### src/rtl/bpc_pkg.sv
package bpc_pkg;

    localparam int DivW = 32;
    localparam int DivStages = 32;

    localparam logic [1:0] REG_OSS   = 2'd0;
    localparam logic [1:0] REG_CAL_A = 2'd1;
    localparam logic [1:0] REG_CAL_B = 2'd2;
    localparam logic [1:0] REG_CAL_C = 2'd3;

    localparam logic [31:0] C_B6_OFS   = 32'd4000;
    localparam logic [31:0] C_P_SQ     = 32'd3038;
    localparam logic [31:0] C_P_LIN    = 32'hFFFF_E343; // -7357
    localparam logic [31:0] C_P_OFS    = 32'd3791;
    localparam logic [31:0] C_B7_SCALE = 32'd50000;
    localparam logic [31:0] C_MMHG_DIV = 32'd133322;
    localparam logic [31:0] C_B4_OFS   = 32'd32768;
    localparam logic [31:0] C_MMHG_MUL = 32'd1000;

    // Rounded-up reciprocal of half the mmHg divisor, scaled by 2^48.
    localparam logic [31:0] C_MMHG_RECIP =
        32'(((64'd1 << 48) / 64'(C_MMHG_DIV >> 1)) + 64'd1);

    typedef struct packed {
        logic [15:0] ac1;
        logic [15:0] ac2;
        logic [15:0] ac3;
        logic [15:0] ac4;
        logic [15:0] ac5;
        logic [15:0] ac6;
        logic [15:0] b1;
        logic [15:0] b2;
        logic [15:0] mc;
        logic [15:0] md;
        logic [1:0]  oss;
    } cal_t;

    function automatic logic [31:0] sx16(input logic [15:0] v);
        return {{16{v[15]}}, v};
    endfunction

endpackage

### src/rtl/bpc_udiv.sv
// Pipelined restoring unsigned divider, one quotient bit per stage.
// A side-band word travels along with each operand pair.
module bpc_udiv #(
    parameter int SideW = 8
) (
    input  logic                       clk,
    input  logic                       rst_n,
    input  logic                       en,
    input  logic                       in_valid,
    input  logic [bpc_pkg::DivW-1:0]   in_num,
    input  logic [bpc_pkg::DivW-1:0]   in_den,
    input  logic [SideW-1:0]           in_side,
    output logic                       out_valid,
    output logic [bpc_pkg::DivW-1:0]   out_quo,
    output logic [SideW-1:0]           out_side
);
    localparam int W = bpc_pkg::DivW;
    localparam int N = bpc_pkg::DivStages;

    logic [N:1]       vld_reg;
    logic [W-1:0]     rem_reg  [N+1];
    logic [W-1:0]     num_reg  [N+1];
    logic [W-1:0]     den_reg  [N+1];
    logic [SideW-1:0] side_reg [N+1];

    assign rem_reg[0]  = '0;
    assign num_reg[0]  = in_num;
    assign den_reg[0]  = in_den;
    assign side_reg[0] = in_side;

    always_ff @(posedge clk or negedge rst_n)
    begin
        if (!rst_n)
        begin
            vld_reg <= '0;
        end
        else if (en)
        begin
            vld_reg <= {vld_reg[N-1:1], in_valid};
        end
    end

    for (genvar s = 0; s < N; s++) begin : g_stage
        logic [W:0]   trial;
        logic [W:0]   diff;
        always_comb
        begin
            trial = {rem_reg[s], num_reg[s][W-1]};
            diff  = trial - {1'b0, den_reg[s]};
        end
        always_ff @(posedge clk)
        begin
            if (en)
            begin
                if (!diff[W])
                begin
                    rem_reg[s+1] <= diff[W-1:0];
                end
                else
                begin
                    rem_reg[s+1] <= trial[W-1:0];
                end
                num_reg[s+1]  <= {num_reg[s][W-2:0], ~diff[W]};
                den_reg[s+1]  <= den_reg[s];
                side_reg[s+1] <= side_reg[s];
            end
        end
    end

    assign out_valid = vld_reg[N];
    assign out_quo   = num_reg[N];
    assign out_side  = side_reg[N];

endmodule

### config.mk
export PLATFORM = sky130hd
export DESIGN_NAME = bpc_udiv
export DESIGN_NICKNAME = d
export VERILOG_FILES = /design/src/rtl/bpc_pkg.sv /design/src/rtl/bpc_udiv.sv
export SDC_FILE = /design/constraint.sdc
export NUM_CORES = 2
export LEC_CHECK = 0
export ABC_AREA = 0
export BUFFER_PORTS_ARGS = -buffer_cell sky130_fd_sc_hd__buf_2
export CAP_MARGIN = 20
export CORE_MARGIN = 5
export CORE_UTILIZATION = 51
export CTS_CLUSTER_SIZE = 24
export DETAILED_ROUTE_END_ITERATION = 7
export PLACE_DENSITY = 0.66
export SLEW_MARGIN = 10
export SYNTH_ARGS = -nofsm -noshare
export SYNTH_HDL_FRONTEND = slang
export SYNTH_SLANG_ARGS = --single-unit
### constraint.sdc
create_clock -name clk -period 10.91 [get_ports clk]
set_input_delay 0.5455 -clock clk [delete_from_list [all_inputs] [get_ports clk]]
set_output_delay 0.5455 -clock clk [all_outputs]
set_load 0.02 [all_outputs]
* Yosys cells after proc, flatten, opt, wreduce, memory -nomap -nowiden
Cells that the tools add are included.
Cells by class: bitwise gates (word level) 32, muxes and demuxes 31, add/sub/neg operators 32
Operators by type and width (number):
- 33-bit by 32-bit subtractor with 33-bit output | 31
- 32-bit two-way mux | 30
- 1-bit by 32-bit subtractor with 33-bit output | 1
- 1-bit inverter | 32
- 1-bit two-way mux | 1
Word-level totals: input bits 76, logic and storage cells 223, flip-flop bits (word level) 3296, output and inout port bits 41

* Logic depth before layout (Yosys ltp)
depth after elaboration 2, mapped depth 16, mapped depth without buffers 14

* Least setup slack after synthesis
OpenSTA, ideal clock, no wires.
kind reg-to-reg, start point register den_reg[832] in the netlist's numbering, end point register rem_reg, in the netlist g_stage[7].trial[10], data pin, setup time 0.260 ns, cell stages (with the launch flop) 14, clock period less this slack 3.859 ns, path buffers 1, data required time 10.650 ns, path slack 7.051 ns, arrival 3.599 ns, path through edfxtp_1 -> ha_1 -> fa_1 -> nor2b_1 -> o31ai_1 -> a2111oi_1 -> o21ai_1 -> o311ai_1 -> a31oi_1 -> o21ai_1 -> nor4b_1 -> a2111oi_4 -> buf_2 -> mux2_2
Between the ends: word-level cells in the longest chain between the ends 2
Ends and longest elaborated chain:
- start: declaration | RTL line bpc_udiv.sv:23 | logic [W-1:0] den_reg [N+1];
- start signal: indexed assignment | RTL line bpc_udiv.sv:64 | den_reg[s+1] <= den_reg[s];
- 33-bit by 32-bit subtractor with 33-bit output | RTL line bpc_udiv.sv:49 | diff = trial - {1'b0, den_reg[s]};
- 32-bit two-way mux | RTL line bpc_udiv.sv:55 | if (!diff[W])
- end signal: indexed assignment | RTL line bpc_udiv.sv:57 | rem_reg[s+1] <= diff[W-1:0];
- end signal: indexed assignment | RTL line bpc_udiv.sv:61 | rem_reg[s+1] <= trial[W-1:0];
- end: declaration | RTL line bpc_udiv.sv:21 | logic [W-1:0] rem_reg [N+1];
No other way between the ends. A chain may end at the register's enable or synchronous reset.

* Final worst setup path
start point register num_reg, in the netlist g_stage[8].trial[0], end point register rem_reg, in the netlist g_stage[9].trial[16], data pin
Between the ends: word-level cells in the longest chain between the ends 2
Ends and longest elaborated chain:
- start: declaration | RTL line bpc_udiv.sv:22 | logic [W-1:0] num_reg [N+1];
- start signal: indexed assignment | RTL line bpc_udiv.sv:63 | num_reg[s+1] <= {num_reg[s][W-2:0], ~diff[W]};
- 33-bit by 32-bit subtractor with 33-bit output | RTL line bpc_udiv.sv:49
- 32-bit two-way mux | RTL line bpc_udiv.sv:55
No other way between the ends.

==> results.yml <==
worst_setup_path:
  crit_path_dat_ns: 5.63
  reg2reg_from: "g_stage[8].trial[0]"
  r2r_end: "g_stage[9].trial[16]"
  reg2reg_slack_ns: 5.92
  ff2ff_path_depth: 14
  worstSetupStartpoint: "g_stage[8].trial[0]"
  path_cells: "inv_1 -> ha_1 -> fa_1 -> nor2b_1 -> o21a_1 -> o21ai_0 -> a2111oi_0 -> or3b_1 -> o31a_1 -> a211o_1 -> a21oi_2 -> xor2_4 -> buf_4 -> mux2_1"
  critPathSlowestCell: "sky130_fd_sc_hd__o21ai_0"
  crit_path_start_kind: "flip-flop"
  timing.critical_path.required_ns: 11.55
  worst-path-max-fanout: 17
  critPathKind: "flip-flop to flip-flop"
  timing.critical_path.to_type: "flip-flop"
  critical_path.max_stage_delay_ns: 0.63
yosys:
  combinational_family_with_the_most_area_after_synthesis: "compound AO/OA/AOI/OAI gates"
  postSynthCellCount: 12720
  syn_avg_cell_area_sq_um: 12.94
  yosys_most_used_dff: "sky130_fd_sc_hd__edfxtp_1"
  post_synth_edffs: 3264
  synth_simple_gate_area_share_pct: 6.452
  post_synth_mux_area_share_pct: 5.839
  post_synth_num_cell_types: 97
  synth_area_leader_cell: "sky130_fd_sc_hd__edfxtp_1"
  yosys.cell_count.top_type: "sky130_fd_sc_hd__edfxtp_1"
  asyncSetResetFlopFracSynth_pct: 0.9709
  synthTopCellsByCount: "sky130_fd_sc_hd__edfxtp_1 (3264), sky130_fd_sc_hd__inv_1 (1213), sky130_fd_sc_hd__ha_1 (993)"
  yosys-top-cells-area: "sky130_fd_sc_hd__edfxtp_1 (60%), sky130_fd_sc_hd__ha_1 (7.6%), sky130_fd_sc_hd__mux2_2 (5.1%)"
  yosys.area_share.adder_pct: 7.915
  xor_xnor_portion_of_the_synthesized_cell_area_pct: 4.273
  syn_area_sq_um: 164600
  synth_compound_gate_area_share_pct: 11.66
  seq_area_frac_synth_pct: 60.05
  synth.ff_latch_count: 3296
  synth_top_cell_area_share_pct: 59.56
  ys.warnings.count: 0
min_path:
  min-delay-start: "en"
  min_path_type: "primary input to flip-flop"
  min_to: "num_reg[1010]"
  hold-path-cell-count: 1
detailed_routing:
  drt-wirelength-per-cell_um: 20.63
  totalWireLength_mm: 362.7
  drt_pass1_iterations: 6
  route.detailed.drc: 0
  routed-via-count: 100300
  ant_nets: 0
  drt-initial-drc-count: 7512
  vias_per_cell: 5.706
cts:
  cts.path.max_buffers: 4
  cts_repair_resize_count: 0
  clk_transition_reported_paths_ns: 0.06
  ctsHtreeMaxLevel: 5
  cts_buffers: 356
  post_cts_buffers: 0
  clock-root-buffer: "sky130_fd_sc_hd__clkbuf_16"
  clock-sinks: 3296
  cts_tree: "yes"
  clock_latency_ns: 0.94
  cts.hold.buffers_added: 74
final_layout:
  drive_above_1_share_pct: 11.85
  layout.nets: 14080
  fillerInstances: 25660
  area_delta_synth_final_pct: 10.94
  post_layout_nonfiller_instances: 17580
  largest_register_ff_count: 1023
job:
  max_cap_viol_count: 0
floorplan:
  rows: 208
  boundaryPins: 117
  fp.dieW_um: 578.0
  start_util_pct: 51.24
  die-height_um: 578.0
  die_area_sq_um: 334100
  core-area_sq_um: 321100
pwr:
  power_density_nw_per_um2: 312.1
  vdd_drop_max_uv: 212.9
  total_leakage_power_nw: 72.54
timing:
  report.final.hold_viol_count: 0
  timing.max_slew.rel_slack_pct: 21.31
  max_freq_mhz: 200.5
  fin_skew_ns: 0.04713
  setup_tns_ns: 0
  timing.final.max_slew_violations: 0
  timing.final.setup_violations: 0
  unrepaired_setup_endpoints_after_global_routing: "no"
  holdWs_ns: 0.06584
  final_critical_period_ns: 4.987
  period_share_pct: 45.71
  max_slew.worst_pin.slew_ns: 1.170
placement:
  dpl_cells: 16860
  gp_routability_congestion: 0.9150
  portBuffers: 116
  place_hpwl_mm: 263.9
global_routing:
  pin_count_of_the_biggest_net_entering_global_routing: 193
  initial_antenna_violation_count: 5
  global_route.usage.total_pct: 21.23
  first_global_vias: 100600
  grt_first_pass_wirelength_mm: 566.8
  global_route.overflow_total: 0
status:
  run_status: "completed"
-- through the flow --
stage / area (sq um) / util (%) / setup WS, ns / power, W
finish: 182600 / 56.85 / 5.923 / 0.05698
global route: 182600 / 56.85 / 5.624 / 0.06058
CTS: 182500 / 56.84 / 5.957 / 0.05728
detailed placement: 170000 / 52.94 / 6.018 / 0.04476
global placement: 169900 / 52.91 / 5.770 / 0.04415
floorplan: 164600 / - / 7.051 / 0.03830
-- power breakdown --
part,switching (W),total [W],internal (W)
combinational,0.0134,0.0248,0.0114
clock,0.00501,0.0121,0.00711
sequential,0.00189,0.0201,0.0182
-- final cells by class --
type	instances	area (sq um)	area share, %
antenna	2	5.005	0.002741
tap	4305	5386	2.950
clock buffer	415	9204	5.041
inverter	1213	4553	2.494
timing repair buffer	272	2185	1.197
multi-input combinational	7844	59840	32.78
sequential	3296	98810	54.13
clock inverter	232	2574	1.410
-- logic make-up after synthesis --
kind of cell	count (synthesis)
compound gates	2979
mux	859
flops	3296
buf+inv	1594
fa+ha+maj	1023
simple gates	2166
other cells	1
xor+xnor	802
-- placed cells by master, fill, tap and decap left out, types with 481 or more instances in the layout --
cell type	count
sky130_fd_sc_hd__nand2_1	650
sky130_fd_sc_hd__mux2_2	745
sky130_fd_sc_hd__a21oi_1	888
sky130_fd_sc_hd__edfxtp_1	3264
sky130_fd_sc_hd__ha_1	993
sky130_fd_sc_hd__inv_1	1213
sky130_fd_sc_hd__xnor2_1	505
sky130_fd_sc_hd__o21ai_0	615
sky130_fd_sc_hd__nor2_1	481
sky130_fd_sc_hd__a21o_1	494
-- critical path: cells and delay by family, from the launching register on --
| kind | cells | cell delay [ns] |
|---|---|---|
| AOI/OAI and AO/OA | 6 | 1.95 |
| and+or+nand+nor | 2 | 0.55 |
| xor gates and xnor gates | 1 | 0.54 |
| buffers and inverters | 2 | 0.49 |
| adders and majority gates | 2 | 0.41 |
| DFF | 1 | 0.37 |
| muxes | 1 | 0.36 |
-- per-layer routing --
metal	global-route usage [%]	wire (um)	vias to the layer above
met2	36.43	177500	2396
met1	27.95	155900	49290
met5	0	0	-
li1	-	-	47910
met3	2.517	15710	717
met4	7.638	13580	0
-- worst max path at each step --
stage / endpoint / cells past startpoint
after floorplan: g_stage[7].trial[10] / 13
after global placement: g_stage[6].trial[1] / 13
after detailed placement: g_stage[9].trial[3] / 14
after CTS: g_stage[9].trial[15] / 14
after global routing: g_stage[7].trial[10] / 13
final: g_stage[9].trial[16] / 14
No activity file was read; power rests on OpenSTA's default activity.
