==> config.mk <==
export PLATFORM = sky130hd
export DESIGN_NAME = bpc_temp
export DESIGN_NICKNAME = d
export VERILOG_FILES = /design/src/rtl/bpc_pkg.sv /design/src/rtl/bpc_temp.sv
export SDC_FILE = /design/constraint.sdc
export NUM_CORES = 1
export LEC_CHECK = 0
export BUFFER_PORTS_ARGS = -buffer_cell sky130_fd_sc_hd__buf_2
export CELL_PAD_IN_SITES_DETAIL_PLACEMENT = 1
export CELL_PAD_IN_SITES_GLOBAL_PLACEMENT = 1
export CORE_ASPECT_RATIO = 1.25
export CORE_MARGIN = 4
export CORE_UTILIZATION = 47
export DETAILED_ROUTE_END_ITERATION = 8
export PLACE_DENSITY = 0.89
export REMOVE_ABC_BUFFERS = 1
export SLEW_MARGIN = 20
export SYNTH_ARGS = -nofsm -noshare
export SYNTH_HDL_FRONTEND = slang
export SYNTH_SLANG_ARGS = --single-unit
==> constraint.sdc <==
create_clock -name clk -period 24.8 [get_ports clk]
set_clock_uncertainty 0.2 [all_clocks]
set_input_delay 2.48 -clock clk [delete_from_list [all_inputs] [get_ports clk]]
set_output_delay 2.48 -clock clk [all_outputs]
set_load 0.005 [all_outputs]
==> src/rtl/bpc_pkg.sv <==
package bpc_pkg;

    localparam int DivW = 32;
    localparam int DivStages = 32;

    localparam logic [1:0] REG_OSS   = 2'd0;
    localparam logic [1:0] REG_CAL_A = 2'd1;
    localparam logic [1:0] REG_CAL_B = 2'd2;
    localparam logic [1:0] REG_CAL_C = 2'd3;

    localparam logic [31:0] C_B6_OFS   = 32'd4000;
    localparam logic [31:0] C_P_SQ     = 32'd3038;
    localparam logic [31:0] C_P_LIN    = 32'hFFFF_E343; // -7357
    localparam logic [31:0] C_P_OFS    = 32'd3791;
    localparam logic [31:0] C_B7_SCALE = 32'd50000;
    localparam logic [31:0] C_MMHG_DIV = 32'd133322;
    localparam logic [31:0] C_B4_OFS   = 32'd32768;
    localparam logic [31:0] C_MMHG_MUL = 32'd1000;

    // Rounded-up reciprocal of half the mmHg divisor, scaled by 2^48.
    localparam logic [31:0] C_MMHG_RECIP =
        32'(((64'd1 << 48) / 64'(C_MMHG_DIV >> 1)) + 64'd1);

    typedef struct packed {
        logic [15:0] ac1;
        logic [15:0] ac2;
        logic [15:0] ac3;
        logic [15:0] ac4;
        logic [15:0] ac5;
        logic [15:0] ac6;
        logic [15:0] b1;
        logic [15:0] b2;
        logic [15:0] mc;
        logic [15:0] md;
        logic [1:0]  oss;
    } cal_t;

    function automatic logic [31:0] sx16(input logic [15:0] v);
        return {{16{v[15]}}, v};
    endfunction

endpackage

==> src/rtl/bpc_temp.sv <==
// Temperature front end: x1, the numerator and divisor for x2, and up.
module bpc_temp (
    input  logic               clk,
    input  logic               rst_n,
    input  logic               en,
    input  bpc_pkg::cal_t      cal,
    input  logic               in_valid,
    input  logic [15:0]        raw_temperature,
    input  logic [23:0]        raw_pressure,
    output logic               out_valid,
    output logic [31:0]        x1,
    output logic [31:0]        num_abs,
    output logic [31:0]        den_abs,
    output logic               q_neg,
    output logic               den_zero,
    output logic [31:0]        up
);
    logic        v1_reg, v2_reg;
    logic [31:0] diff_reg, up1_reg;
    logic [31:0] x1_reg, up2_reg, num_reg, den_reg;
    logic [31:0] prod;
    logic [31:0] x1_next, num_next, den_next;

    always_comb
    begin
        prod     = diff_reg * {16'd0, cal.ac5};
        x1_next  = 32'($signed(prod) >>> 15);
        num_next = bpc_pkg::sx16(cal.mc) << 11;
        den_next = x1_next + bpc_pkg::sx16(cal.md);
    end

    always_ff @(posedge clk or negedge rst_n)
    begin
        if (!rst_n)
        begin
            v1_reg <= 1'b0;
            v2_reg <= 1'b0;
        end
        else if (en)
        begin
            v1_reg <= in_valid;
            v2_reg <= v1_reg;
        end
    end

    always_ff @(posedge clk)
    begin
        if (en)
        begin
            diff_reg <= {16'd0, raw_temperature} - {16'd0, cal.ac6};
            up1_reg  <= {8'd0, raw_pressure} >> (4'd8 - {2'd0, cal.oss});
            x1_reg   <= x1_next;
            num_reg  <= num_next;
            den_reg  <= den_next;
            up2_reg  <= up1_reg;
        end
    end

    assign out_valid = v2_reg;
    assign x1        = x1_reg;
    assign num_abs   = num_reg[31] ? (32'd0 - num_reg) : num_reg;
    assign den_abs   = den_reg[31] ? (32'd0 - den_reg) : den_reg;
    assign q_neg     = num_reg[31] ^ den_reg[31];
    assign den_zero  = (den_reg == 32'd0);
    assign up        = up2_reg;

endmodule

After elaboration in Yosys (flattened, before gate mapping). Cells that the tools add are included. Widths: inputs -> output; s select.

Bitwise logic cells: 1. Add/sub/neg operators: 5. Mux-type cells: 2. Multiply operators: 1. Shifts and indexed selects: 1. Reductions and logical operators: 1.

Operators by type and width (number): $mux 32 (2); $logic_not 32->1 (1); $mul 32x16->32 (1); $shr 24x4->32 (1); $sub 1x32->32 const A (1); $sub 1x27->28 const A (1); $add 17x16->18 (1); $sub 16x16->17 (1); $sub 4x2->4 const A (1); $xor 1x1->1 (1).

Register bits: 163. Output and inout port bits: 131.

Longest topological paths before layout. Gate-level depths: netlist of run 1.

Word-level depth: 2. Depth in mapped cells: 34. Depth with buffers taken out: 33.

Least setup slack after synthesis of run 1. No wires, ideal clock.

Path type: in2reg. Start point: input port cal[83] (netlist bit). End point: register den_reg[16] (data pin). Path slack: 14.878 ns. Cell stages on the path: 28. Setup time: 0.258 ns. Arrival time: 9.464 ns. Cells stage by stage: clkbuf_1 -> nand2_1 -> fa_1 -> fa_1 -> fa_1 -> fa_1 -> inv_1 -> fa_1 -> fa_1 -> ha_1 -> nand4_1 -> a21oi_1 -> a22o_1 -> o21a_1 -> o21a_1 -> o31a_1 -> or2_1 -> xor2_1 -> fa_1 -> a21o_1 -> a21o_1 -> a21oi_1 -> o21ai_0 -> a41oi_1 -> a21oi_1 -> a211o_1 -> a21oi_1 -> xnor2_1.

Longest elaborated chain between the ends: 2.

RTL lines: start, declared (line bpc_temp.sv:6) `input bpc_pkg::cal_t cal,`; $mul 32x16->32 (line bpc_temp.sv:26) `prod = diff_reg * {16'd0, cal.ac5};`; net prod[16] (line bpc_temp.sv:21) `logic [31:0] prod;`; $add 17x16->18 (line bpc_temp.sv:29) `den_next = x1_next + bpc_pkg::sx16(cal.md);`; net den_next[16] (line bpc_temp.sv:22) `logic [31:0] x1_next, num_next, den_next;`; end signal, assigned (line bpc_temp.sv:54) `den_reg <= den_next;`; end, declared (line bpc_temp.sv:20) `logic [31:0] x1_reg, up2_reg, num_reg, den_reg;`.

The timed path passes the listed nets, and every way through them passes these cells. A chain may end at the register's enable or synchronous reset.

Worst setup path after layout of run 1. Same ends and word-level chain as after synthesis.

==> results by group, run 1 <==
Run status
  • Status: finished, final reports clean

Timing
  • Max transition margin: 31.5%
  • Endpoints failing setup: 0
  • Worst setup margin: 14.22 ns
  • F_max: 94.5 MHz
  • Post-layout minimum cycle time: 10.58 ns
  • Worst-Margin Slew: 1.03 ns
  • Slew Viols, Final: 0
  • Hold slack final: 0.218 ns
  • RSZ-0062 raised after global routing: no
  • Final hold vios: 0
  • Part of the cycle the worst path needs: 42.7%
  • TNS Setup: 0 ns

Worst setup path
  • R2r endpoint: den_reg[16]
  • R2R cell count: 30
  • CP Launch Type: primary input
  • Slowest cell delay on critical path: 0.57 ns
  • Critical path buffers and inverters: 5
  • Reg2reg start: diff_reg[6]
  • Crit Path Max Fanout: 17
  • Worst Setup End Kind: flip-flop
  • Largest delay share family, worst path: adder cells
  • Worst EP arrival: 10.56 ns
  • WP data required: 24.78 ns
  • Slowest CP cell: fa_1
  • CP Class: in2reg
  • Worst path most repeated cell: fa_1
  • Reg2reg setup slack: 15.77 ns

Logic synthesis
  • Avg Cell Area, Syn: 10.1 um^2
  • Distinct cells, synth: 61
  • Sequential area share after synthesis: 22.0%
  • Yosys reg bits: 118
  • Synthesized instance count: 1,592
  • Synthesized area: 16,100 um^2
  • Yosys warnings: 0
  • Asr flop ratio synth: 1.69%
  • Ys flop type: edfxtp_1
  • Number of synthesized flops with an enable pin: 116

Layout
  • Most common cell after layout, fill and taps aside: inv_1
  • Synth-to-layout area growth: 10.7%
  • Filler Cells Inserted: 3,839
  • Layout Nets: 2,327
  • Area of the multi-input gates: 10,900 um^2
  • Layout cells sized above 1: 14.3%
  • Commonest non-fill, non-tap cells in the layout: 328 x inv_1, 271 x fa_1, 197 x buf_2
  • Storage cell area: 3530 um^2
  • Final core utilization: 52.8%

Floorplan
  • Core Box Area: 33,700 um^2
  • FP Rows: 75
  • Starting density of the core: 47.7%
  • Die Ht: 215 um
  • Die width: 173 um
  • Full die area: 37,200 um^2
  • Io pins: 337

Job
  • Max Cap Viol: 0

Clock tree
  • Max H-tree Level: 4
  • Sink Count: 118
  • CTS clk-pin slew, worst paths: 0.07 ns
  • Hold buffers post-CTS: 0
  • TritonCTS Buffers: 17
  • # resized after CTS: 0
  • CTS tree: done
  • Setup Buffers After CTS: 0
  • CTS max path bufs: 2
  • Root buf cell: clkbuf_16
  • Worst-Skew Late Latency: 0.43 ns

Min path
  • Worst Hold Endpoint: up[6]
  • Worst min-delay path class: reg2reg
  • Hold Path Depth: 0
  • Min-delay src: up1_reg[6]

Drt
  • DR pass1 iterations: 4
  • Total vias in the final route: 11,800
  • DR iter-0 viols: 533
  • Wire per inst: 20.2 um
  • Vias per cell: 5.39
  • Final WL: 44.3 mm
  • Antenna viol nets, final: 0
  • Detailed-route DRC error count: 0

Global routing
  • Grt ovf: 0
  • Antenna violations before repair: 2
  • First-pass GRT wire length: 71.6 mm
  • Largest net degree at the start of global routing: 81
  • Vias in the first global route: 14,100
  • Gr usage total: 24.3%

Placement
  • # port buffers: 198
  • Pre-CTS WS: 13.91 ns
  • Placer Congestion: 0.853
  • Detailed Place HPWL: 35.5 mm
## layer usage
| metal | vias to the layer above | wire length, um | GRT usage (%) |
|---|---|---|---|
| li1 | 5200 | - | - |
| met1 | 6095 | 15100 | 25.0 |
| met2 | 373 | 24800 | 46.6 |
| met3 | 134 | 2000 | 4.27 |
| met4 | 0 | 2420 | 12.7 |
| met5 | - | 0 | 0 |
## through the flow
stage,instances,cell area (um^2)
floorplan,1531,15600
global placement,2156,17200
detailed placement,2156,17200
CTS,2188,17800
global route,2190,17800
finish,2190,17800
## synth_stat cells (all sizes together), types with 3 or more instances
master,count,area (um^2)
nand4,4,25.0
nand3,9,45.0
nor2,24,90.1
a211oi,8,60.1
nor3,13,65.1
or3,7,43.8
nor2b,9,56.3
inv,328,1230
nand3b,3,22.5
buf,57,420
xor2,14,123
a2111oi,5,68.8
or2,5,31.3
nor4,6,37.5
o31ai,8,60.1
mux2,9,101
a21oi,38,194
a211o,3,26.3
a21o,15,113
nand2b,7,43.8
ha,98,1230
xnor2,68,596
or4,3,22.5
and3,3,18.8
o41ai,6,52.6
nand2,188,706
and2,129,807
fa,271,5430
clkbuf,45,169
o211ai,4,30.0
o21ai,35,175
o21a,8,60.1
edfxtp,116,3480
mux2i,16,160
## kinds of logic (layout without fill, tap and decap cells)
group,Yosys count,count (layout),synth area share [%]
buffers and inverters,431,563,11.4
xor gates and xnor gates,82,82,4.47
adders and majority gates,369,369,41.4
DFF,118,118,22.0
AOI/OAI and AO/OA,152,152,6.36
other,1,44,0.0233
muxes,25,25,1.63
and+or+nand+nor,414,414,12.8
## worst reg2reg max path, delay by kind of cell, from the launching register on
kind / cells / cell delay [ns]
adder cells (fa/ha/maj): 8 / 3.46
AO/OA/AOI/OAI: 14 / 3.24
flip-flops: 1 / 0.86
AND/OR/NAND/NOR: 2 / 0.52
XOR/XNOR: 2 / 0.31
buffers and inverters: 4 / 0.20
## worst max-delay path by stage
stage	depth (start not counted)	end	slack, ns	start
finish	31	den_reg[16]	14.22	cal[83]
global route	28	den_reg[15]	13.87	cal[83]
CTS	31	den_reg[16]	14.29	cal[83]
detailed placement	31	den_reg[15]	13.91	cal[83]
global placement	28	den_reg[15]	14.12	cal[83]
floorplan	30	den_reg[16]	15.07	cal[83]
## layout make-up
type | instances | area share, %
Timing Repair Buffer | 202 | 5.75
Sequential cell | 118 | 19.9
Multi-Input combinational cell | 1084 | 61.1
Tap cell | 423 | 2.98
Clock inverter | 15 | 0.985
Inverter | 329 | 6.94
Clock buffer | 17 | 2.39
Antenna cell | 2 | 0.0281
Power of run 1 is left out: the tool's default activity adds up to more than one toggle a clock period on the data nets, which glitch-free logic cannot reach.
==> inputs of run 2 (changes only) <==
CORE_UTILIZATION = 44   (was 47)
PLACE_DENSITY = 0.84   (was 0.89)
clock period = 10.65 ns   (was 24.8 ns; I/O delays follow)
==> run 2 against run 1 <==
Effect of this change: sequential cell count did not move; utilization fell by 3.6 points; sequential share of layout area about the same; die area increased by 6.5%; global-route usage is 3.2 points lower; final cell count up 2.5%; largest cell class unchanged; highest routed layer unchanged.
==> results by group, run 2 (synthesis results as in run 1) <==
Layout
  • Filler Cells Inserted: 4,128 (was 3,839)
  • Layout cells sized above 1: 14.2% (was 14.3%)
  • Cell area after layout: 17,800 um^2 (about the same)
  • Layout Nets: 2,325 (was 2,327)
  • Synth-to-layout area growth: 11.0% (was 10.7%)
  • Commonest non-fill, non-tap cells in the layout: 328 x inv_1, 271 x fa_1, 197 x buf_2 (unchanged)
  • Most common cell after layout, fill and taps aside: inv_1 (unchanged)

Global routing
  • Largest net degree at the start of global routing: 80 (was 81)
  • First-pass GRT wire length: 65.8 mm (was 71.6 mm)
  • Gr usage total: 21.1% (was 24.3%)
  • Grt ovf: 0 (unchanged)
  • Antenna violations before repair: 1 (was 2)
  • Vias in the first global route: 13,300 (was 14,100)

Clock tree
  • Worst-Skew Late Latency: 0.43 ns (about the same)
  • Sink Count: 118 (unchanged)
  • CTS max path bufs: 2 (unchanged)
  • TritonCTS Buffers: 17 (unchanged)
  • # resized after CTS: 0 (unchanged)
  • Hold buffers post-CTS: 0 (unchanged)
  • CTS tree: done (unchanged)
  • CTS clk-pin slew, worst paths: 0.06 ns (was 0.07 ns)
  • Setup Buffers After CTS: 0 (unchanged)
  • Max H-tree Level: 4 (unchanged)
  • Root buf cell: clkbuf_16 (unchanged)

Drt
  • Detailed-route DRC error count: 0 (unchanged)
  • Final WL: 41.1 mm (was 44.3 mm)
  • Antenna viol nets, final: 0 (unchanged)
  • Wire per inst: 18.3 um (was 20.2 um)
  • DR pass1 iterations: 4 (unchanged)
  • DR iter-0 viols: 373 (was 533)
  • Vias per cell: 5.10 (was 5.39)
  • Total vias in the final route: 11,400 (was 11,800)

Floorplan
  • Core Box Area: 36,200 um^2 (was 33,700 um^2)
  • FP Rows: 78 (was 75)
  • Starting density of the core: 44.4% (was 47.7%)
  • Io pins: 337 (unchanged)
  • Die Ht: 222 um (was 215 um)
  • Die width: 179 um (was 173 um)
  • Full die area: 39,700 um^2 (was 37,200 um^2)

Worst setup path
  • WP data required: 10.62 ns (was 24.78 ns)
  • R2R cell count: 28 (was 30)
  • Worst Setup End Kind: flip-flop (unchanged)
  • Worst EP arrival: 9.01 ns (was 10.56 ns)
  • CP Launch Type: primary input (unchanged)
  • CP Class: in2reg (unchanged)
  • Crit Path Max Fanout: 17 (unchanged)

Timing
  • Final hold vios: 0 (unchanged)
  • F_max: 111 MHz
  • Endpoints failing setup: 0 (unchanged)
  • Slew Viols, Final: 0 (unchanged)
  • RSZ-0062 raised after global routing: no (unchanged)
  • Max transition margin: 26.5% (was 31.5%)
  • Post-layout minimum cycle time: 9.04 ns
  • Part of the cycle the worst path needs: 84.9%
  • TNS Setup: 0 ns (unchanged)
  • Worst setup margin: 1.61 ns (was 14.22 ns)
  • Worst-Margin Slew: 1.07 ns (was 1.03 ns)

Placement
  • Pre-CTS WS: 1.22 ns (was 13.91 ns)
  • Detailed Place HPWL: 33.4 mm (was 35.5 mm)
  • # port buffers: 198 (unchanged)
  • Dpl cell area: 17,200 um^2 (about the same)
  • Placer Congestion: 0.835 (was 0.853)

Run status
  • Status: finished, final reports clean (unchanged)

Job
  • Max Cap Viol: 0 (unchanged)

Min path
  • Worst min-delay path class: in2async (was reg2reg)
-- run 2: cell count changes in the layout (fill, tap and decap cells not counted), sizes merged --
cell      delta
clkinv       -2
clkinvlp     +1
buf          -2
bufinv       +1
diode        -1
-- run 2: area by class of cell --
| class | count | area [um^2] | share of cell area (%) |
|---|---|---|---|
| tap | 480 | 601 | 3.37 |
| clock inverter | 15 | 161 | 0.905 |
| multi-input combinational | 1084 | 10900 | 60.9 |
| sequential | 118 | 3530 | 19.8 |
| inverter | 329 | 1230 | 6.93 |
| clock buffer | 17 | 425 | 2.39 |
| antenna | 1 | 2.50 | 0.0140 |
| timing repair buffer | 200 | 1010 | 5.66 |
-- run 2: final timing paths --
path                              from           to  slack, ns
max                            cal[83]  den_reg[16]       1.61
min                              rst_n    out_valid       0.21
max reg2reg                diff_reg[9]  den_reg[16]       1.79
min reg2reg                 up1_reg[0]        up[0]       0.22
max in group asynchronous        rst_n       v1_reg       9.95
min in group clk            up1_reg[0]        up[0]       0.22
-- run 2: stage by stage --
stage	cells	hold slack, ns	utilization (%)
floorplan	1531	0.200	-
global placement	2211	0.201	47.6
detailed placement	2211	0.206	47.6
CTS	2243	0.172	49.2
global route	2244	0.177	49.2
finish	2244	0.210	49.2
-- run 2: worst max-delay path, cell delays in order --
cell	delay [ns]
buf_2	0.39
nand2_1	0.19
inv_1	0.16
fa_1	0.49
inv_1	0.19
fa_1	0.45
inv_1	0.09
fa_1	0.45
fa_1	0.51
fa_1	0.49
inv_1	0.05
fa_1	0.48
inv_1	0.04
ha_1	0.33
nand3_1	0.16
a2111oi_0	0.96
a2111oi_4	0.22
a21oi_1	0.25
a21oi_1	0.13
xnor2_1	0.29
ha_1	0.34
or2_2	0.31
a21oi_1	0.22
a21oi_1	0.12
a211o_1	0.32
a21oi_1	0.21
xnor2_1	0.10
-- run 2: routing by layer --
| metal | vias to the layer above | share of wire [%] | GRT usage [%] |
|---|---|---|---|
| met5 | - | 0 | 0 |
| li1 | 5190 | - | - |
| met3 | 98 | 3.8 | 3.87 |
| met1 | 5906 | 36 | 22.5 |
| met4 | 0 | 4.1 | 8.47 |
| met2 | 249 | 56 | 40.3 |
Power of run 2 is left out for the same reason.
==> inputs of run 3 (changes only) <==
clock period = 9.2 ns   (was 10.65 ns; I/O delays follow)
==> run 3 against run 2 <==
Effect of this change: final cell count up 0.76%; first-iteration DRC count up 17%; worst setup slack worse by 1.2 ns; register-to-register slack worse by 1.2 ns; die area unchanged; non-clock buffer count up 16; wire length up 1.7%; sequential cell count unchanged; utilization up 0.23 points; global-route usage up 0.65 points; count of clock-buffer cells in the layout up 1.
==> results by group, run 3 (synthesis results as in run 1) <==
Floorplan
  • Core Box Area: 36,200 um^2 (unchanged)
  • Starting density of the core: 44.4% (unchanged)
  • Die Ht: 222 um (unchanged)
  • Full die area: 39,700 um^2 (unchanged)
  • Io pins: 337 (unchanged)
  • Die width: 179 um (unchanged)
  • FP Rows: 78 (unchanged)

Drt
  • Vias per cell: 5.13 (was 5.10)
  • Wire per inst: 18.5 um (was 18.3 um)
  • Total vias in the final route: 11,600 (was 11,400)
  • Antenna viol nets, final: 0 (unchanged)
  • DR pass1 iterations: 7 (was 4)
  • Detailed-route DRC error count: 0 (unchanged)
  • Final WL: 41.8 mm (was 41.1 mm)
  • DR iter-0 viols: 436 (was 373)

Worst setup path
  • Slowest CP cell: fa_1 (was a2111oi_0)
  • Slowest cell delay on critical path: 0.56 ns (was 0.96 ns)
  • Worst Setup End Kind: flip-flop (unchanged)
  • Crit Path Max Fanout: 17 (unchanged)
  • WP data required: 9.19 ns (was 10.62 ns)
  • R2r endpoint: den_reg[16] (unchanged)
  • Reg2reg start: diff_reg[7] (was diff_reg[9])
  • CP Launch Type: primary input (unchanged)
  • Reg2reg setup slack: 0.60 ns (was 1.79 ns)
  • Worst EP arrival: 8.82 ns (was 9.01 ns)
  • Worst path most repeated cell: fa_1 (unchanged)
  • CP Class: in2reg (unchanged)
  • R2R cell count: 28 (unchanged)

Placement
  • Detailed Place HPWL: 34.6 mm (was 33.4 mm)
  • Pre-CTS WS: -0.0669 ns (was 1.22 ns)
  • # port buffers: 198 (unchanged)
  • Placer Congestion: 0.841 (was 0.835)

Clock tree
  • Max H-tree Level: 4 (unchanged)
  • Worst-Skew Late Latency: 0.44 ns (was 0.43 ns)
  • CTS clk-pin slew, worst paths: 0.06 ns (about the same)
  • Hold buffers post-CTS: 0 (unchanged)
  • Sink Count: 118 (unchanged)
  • TritonCTS Buffers: 17 (unchanged)
  • CTS tree: done (unchanged)
  • CTS max path bufs: 2 (unchanged)
  • Root buf cell: clkbuf_16 (unchanged)

Job
  • Max Cap Viol: 0 (unchanged)

Timing
  • Part of the cycle the worst path needs: 95.9%
  • Final hold vios: 0 (unchanged)
  • Post-layout minimum cycle time: 8.83 ns
  • RSZ-0062 raised after global routing: no (unchanged)
  • Max transition margin: 30.5% (was 26.5%)
  • Hold slack final: 0.0602 ns (was 0.210 ns)
  • Slew Viols, Final: 0 (unchanged)
  • Worst-Margin Slew: 1.04 ns (was 1.07 ns)
  • Endpoints failing setup: 0 (unchanged)
  • F_max: 113 MHz
  • Worst setup margin: 0.373 ns (was 1.61 ns)

Global routing
  • Antenna violations before repair: 2 (was 1)
  • Grt ovf: 0 (unchanged)
  • First-pass GRT wire length: 67.8 mm (was 65.8 mm)
  • Gr usage total: 21.8% (was 21.1%)
  • Largest net degree at the start of global routing: 80 (unchanged)
  • Vias in the first global route: 13,500 (was 13,300)

Layout
  • Synth-to-layout area growth: 11.5% (was 11.0%)
  • Most common cell after layout, fill and taps aside: inv_1 (unchanged)
  • Layout cells sized above 1: 14.9% (was 14.2%)
  • Filler Cells Inserted: 4,148 (was 4,128)
  • Layout Nets: 2,341 (was 2,325)
  • Commonest non-fill, non-tap cells in the layout: 328 x inv_1, 271 x fa_1, 196 x buf_2 (was 328 x inv_1, 271 x fa_1, 197 x buf_2)

Run status
  • Status: finished, final reports clean (unchanged)

Min path
  • Worst min-delay path class: in2async (unchanged)
[run 3: cell types whose count changed in the layout (fill, tap and decap cells not counted)]
cell,before,now
diode_2,1,2
buf_4,3,19
clkinv_2,1,2
bufinv_16,1,0
inv_8,6,1
inv_6,4,5
clkinv_4,1,4
buf_2,197,196
clkbuf_1,0,1
clkbuf_4,0,1
[run 3: critical path: cells and delay by family]
| kind | cells | cell delay (ns) |
|---|---|---|
| buf+inv | 5 | 0.57 |
| compound gates | 14 | 3.20 |
| fa+ha+maj | 8 | 3.38 |
| simple gates | 2 | 0.47 |
| xor+xnor | 2 | 0.28 |
[run 3: metrics by stage]
step / instance area [um^2] / cells / util, % / TNS (ns)
after global routing: 17900 / 2261 / 49.5 / 0
final: 17900 / 2261 / 49.5 / 0
after CTS: 17900 / 2259 / 49.4 / 0
after global placement: 17400 / 2227 / 47.9 / 0
after detailed placement: 17400 / 2227 / 47.9 / -0.0976
after floorplan: 15600 / 1531 / - / 0
[run 3: cell type report]
| class | instances | area, um^2 | share of cell area (%) |
|---|---|---|---|
| diodes | 2 | 5.00 | 0.0279 |
| inverters | 329 | 1230 | 6.89 |
| well taps | 480 | 601 | 3.35 |
| clock inverters | 14 | 115 | 0.643 |
| clock buffers | 18 | 429 | 2.40 |
| multi-input cells | 1084 | 10900 | 60.6 |
| flip-flops and latches | 118 | 3530 | 19.7 |
| repair buffers | 216 | 1130 | 6.32 |
[run 3: worst max path at each step]
stage	from	to	slack, ns
global route	cal[85]	den_reg[15]	0.02
detailed placement	cal[84]	den_reg[15]	-0.07
global placement	cal[84]	den_reg[15]	0.15
finish	cal[85]	den_reg[16]	0.37
floorplan	cal[83]	den_reg[16]	1.03
CTS	cal[84]	den_reg[15]	0.37
[run 3: layer usage]
metal	wire length [um]	GRT usage [%]
met4	1740	9.49
met3	1930	4.06
met2	23500	40.6
met1	14600	23.6
met5	0	0
[run 3: repair_timing]
item                       CTS  global route
setup endpoints to repair    0             2
setup buffers                0             0
resized for setup            0             1
Power of run 3 is left out for the same reason.
